## config.mk

```make
export PLATFORM = sky130hd
export DESIGN_NAME = mpms_ram
export DESIGN_NICKNAME = d
export VERILOG_FILES = /design/src/hw/rtl/multi_pattern_match_scorer_defines.svh /design/src/hw/rtl/mpms_ram.sv
export SDC_FILE = /design/constraint.sdc
export NUM_CORES = 2
export LEC_CHECK = 0
export BUFFER_PORTS_ARGS = -buffer_cell sky130_fd_sc_hd__buf_2
export CORE_MARGIN = 2
export CORE_UTILIZATION = 57
export DETAILED_ROUTE_END_ITERATION = 7
export PLACE_DENSITY = 0.82
export SYNTH_ARGS = -nofsm -noshare
export SYNTH_HDL_FRONTEND = slang
export SYNTH_SLANG_ARGS = --single-unit
```

## constraint.sdc

```tcl
create_clock -name clock -period 2.5 [get_ports clock]
set_clock_uncertainty 0.1 [all_clocks]
set_input_delay 0.5 -clock clock [delete_from_list [all_inputs] [get_ports clock]]
set_output_delay 0.5 -clock clock [all_outputs]
set_load 0.03 [all_outputs]
```

## src/hw/rtl/multi_pattern_match_scorer_defines.svh

```systemverilog
// assertion macros for the pattern match scorer
`ifndef MULTI_PATTERN_MATCH_SCORER_DEFINES_SVH
`define MULTI_PATTERN_MATCH_SCORER_DEFINES_SVH
// property that must hold after reset settles
`define MPMS_ASSERT(label, clk, rst, prop, msg) \
   label: assert property (@(posedge clk) disable iff (rst) (prop)) else $error(msg);
// property that is checked during reset too
`define MPMS_ASSERT_ALWAYS(label, clk, prop, msg) \
   label: assert property (@(posedge clk) (prop)) else $error(msg);
`endif

```

## src/hw/rtl/mpms_ram.sv

```systemverilog
// generic single-port-write, one-read ram with registered read data
module mpms_ram #(
   parameter int Width = 8,
   parameter int Depth = 256
) (
   input  logic                     clock,
   input  logic                     wr_en,
   input  logic [$clog2(Depth)-1:0] wr_addr,
   input  logic [Width-1:0]         wr_data,
   input  logic [$clog2(Depth)-1:0] rd_addr,
   output logic [Width-1:0]         rd_data
);
   logic [Width-1:0] mem [Depth];
   always_ff @(posedge clock) begin
      if (wr_en) begin
         mem[wr_addr] <= wr_data;
      end
      rd_data <= mem[rd_addr];
   end
endmodule

```

==> flow_summary.toml <==
[outcome]
outcome = "complete, but fails checks"
violations = "negative setup slack"

[setup_path]
path_delay_family = "multiplexers"
required_ps = 3100
critPathMaxFanout = 1
crit_path_start_kind = "register"
startpoint = "mem[136][7]"
crit_path_cell_trace = "mux4_2 -> mux4_2 -> nor2_1 -> a2111oi_2 -> buf_4 -> nor3_2 -> nor4_1"
r2r-start = "mem[136][7]"
cp_common_cell = "mux4_2"
max_stage_delay_ps = 610
crit_buf_inv = 1
critPathCaptureType = "register"
crit_type = "reg2reg"
slowest_stage = "nor3_2"
critical_path_arrival_ps = 3420
r2r_setup_slack_ps = -330

[grt]
grt_pass1_vias = 45200
grt.overflow.total = 0
grtUsageTotal_pct = 31.0
antenna_found_initial = 9
grt_pass1_wl_microns = 315000
grt_max_degree = 98

[sta]
fmax_ghz = 0.354
post-route-period-util_pct = 113
drv_slew = 0
max_slew_margin_pct = 29.4
tns_ps = -888
finalWorstSetupSlack_ps = -325
finalCriticalPeriod_ps = 2830
setup_viol = 6
rsz0062_at_grt = "true"
hold_viol_final = 0
whs_ps = 56.5
worst_pin_slew_ps = 1050

[drt]
drc_errors = 0
firstDrtPassIters = 6
ant_nets = 0
vias = 45200
wirelength_microns = 228000
vias_per_cell = 6.95
wl_per_cell_microns = 35.1
drt-initial-drc-count = 8630

[clocking]
numCtsBuffers = 188
clockBufferDepth = 3
htree_levels = 4
cts.clk_slew.worst_paths_ps = 70
tritoncts = "yes"
cts.sinks = 2056
root_buffer = "clkbuf_16"
clk_latency_ps = 840

[power]
p_per_area_nw_per_um2 = 762
p_leak_nw = 30.6
max-vdd-ir-drop_mv = 0.986
total_power_mw = 71.5

[synthesis]
ys.flop_type = "edfxtp_1"
synth_top_family_by_area = "multiplexers"
synth-compound-area-share_pct = 3.42
synth_edf_count = 2048
muxShareOfSynthArea_pct = 14.6
synth_area_sq_um = 79600
synthSimpleGateAreaFrac_pct = 2.63
synth_fp_nets = 3759
yosysTopAreaCellShare_pct = 77.3
synthCells = 3733
ys.warnings.count = 0
yosysSeqAreaShare_pct = 77.5
syn_area_per_cell_sq_um = 21.3
ys_ff_latch = 2056
yosys.area.top_type = "edfxtp_1"
synthArstFlopShare_pct = 0
synthAdderAreaFrac_pct = 0
netlist_top_cells_count = "edfxtp_1, mux4_2, nor2_1"
synth-xor-area-share_pct = 0
synth.most_common_cell = "edfxtp_1"
synth_area_leaders = "edfxtp_1, mux4_2, mux2i_1"
yosysUniqueCellTypes = 55

[flow_run]
max-cap-violations = 0

[cells_and_area]
fillCellCount = 7780
fin_util_pct = 67.5
syn_to_final_growth_pct = 17.9
nNetsFinal = 4484
stdcell_area_sq_um = 93800
drive_gt1_share_pct = 33.2

[floorplanning]
dieWidth_microns = 378
core-area_sq_um = 139000
ios = 34
die_h_microns = 378
die_area_sq_um = 143000
initial_core_util_pct = 57.2
rows = 137

[hold_path]
hold_class = "in2reg"
hp-start = "wr_data[1]"

[placement]
io_buffers = 33
dpl.hpwl_microns = 129000
gp_routability_congestion = 0.906
placed_area_sq_um = 87200
-- worst reg2reg max path, cell delays in order (launching register included) --
cell and delay, ps:
edfxtp_1 390, mux4_2 460, mux4_2 550, nor2_1 190
a2111oi_2 90, buf_4 180, nor3_2 610, nor4_1 130
-- metal layers --
layer / share of wire [%] / vias to the layer above / track usage (%)
met1: 31 / 22500 / 39.9
met5: 0.051 / - / 0
met3: 14 / 1089 / 8.24
met4: 7.0 / 10 / 16.4
li1: - / 17100 / -
met2: 47 / 4524 / 48.9
-- logic make-up after synthesis --
group,after synthesis
DFF,2056
and+or+nand+nor,466
buffers and inverters,235
AOI/OAI and AO/OA,385
muxes,591
-- metrics by stage --
| stage | setup WS (ps) | std cells |
|---|---|---|
| 2_1_floorplan | 1.92 | 3733 |
| 3_3_place_gp | -1180 | 6135 |
| 3_5_place_dp | -1260 | 6135 |
| 4_1_cts | 2.96 | 6486 |
| 5_1_grt | -329 | 6493 |
| 6_report | -325 | 6501 |
-- registers in the layout (all words and copies together) (netlist names) --
signal / flops
rd_data: 8
mem: 2048
-- power by group --
group	internal (mW)	total (mW)	leakage [nW]	switching, mW
sequential	38.0	38.1	18.5	0.108
clock	16.0	29.1	2.99	13.0
combinational	1.68	4.31	9.14	2.64
total	55.7	71.5	30.6	15.8
-- final timing paths --
path,endpoint,cells after the start
min reg2reg,rd_data[6],6
max reg2reg,rd_data[7],7
max,rd_data[7],7
min,mem[224][1],1
-- what timing repair did --
item	CTS	global route
cloned	1	2
pin swaps	7	7
hold buffers	1	0
hold endpoints to repair	23	0
buffers inserted	0	5
setup endpoints to repair	8	8
resized for setup	27	19
-- cell type report --
type                    instances  area (sq um)  area share [%]
clock buffers                 246          5010            5.35
diodes                          8          20.0          0.0213
well taps                    1876          2350            2.50
flip-flops and latches       2056         61700            65.7
multi-input cells            1442         16700            17.8
repair buffers                768          6890            7.35
clock inverters               103          1110            1.19
inverters                       2          7.51         0.00800
-- layout by cell type (no fill, tap or decap), types with 17 or more instances in the layout --
cell type / synthesis / layout
bufinv_16: 0 / 17
edfxtp_1: 2048 / 2048
nand2_1: 33 / 33
nand3_1: 34 / 34
nor2b_1: 31 / 27
buf_4: 27 / 648
buf_12: 8 / 81
o22ai_1: 28 / 27
mux2i_1: 134 / 133
a21oi_1: 96 / 96
clkbuf_16: 0 / 191
buf_2: 31 / 22
nor2_1: 282 / 279
a22oi_1: 133 / 132
clkbuf_1: 111 / 50
nor3_1: 22 / 18
clkinv_2: 0 / 29
mux4_2: 454 / 454
o221ai_1: 46 / 44
clkinv_1: 1 / 37
Power figures use the tool's default switching activity.
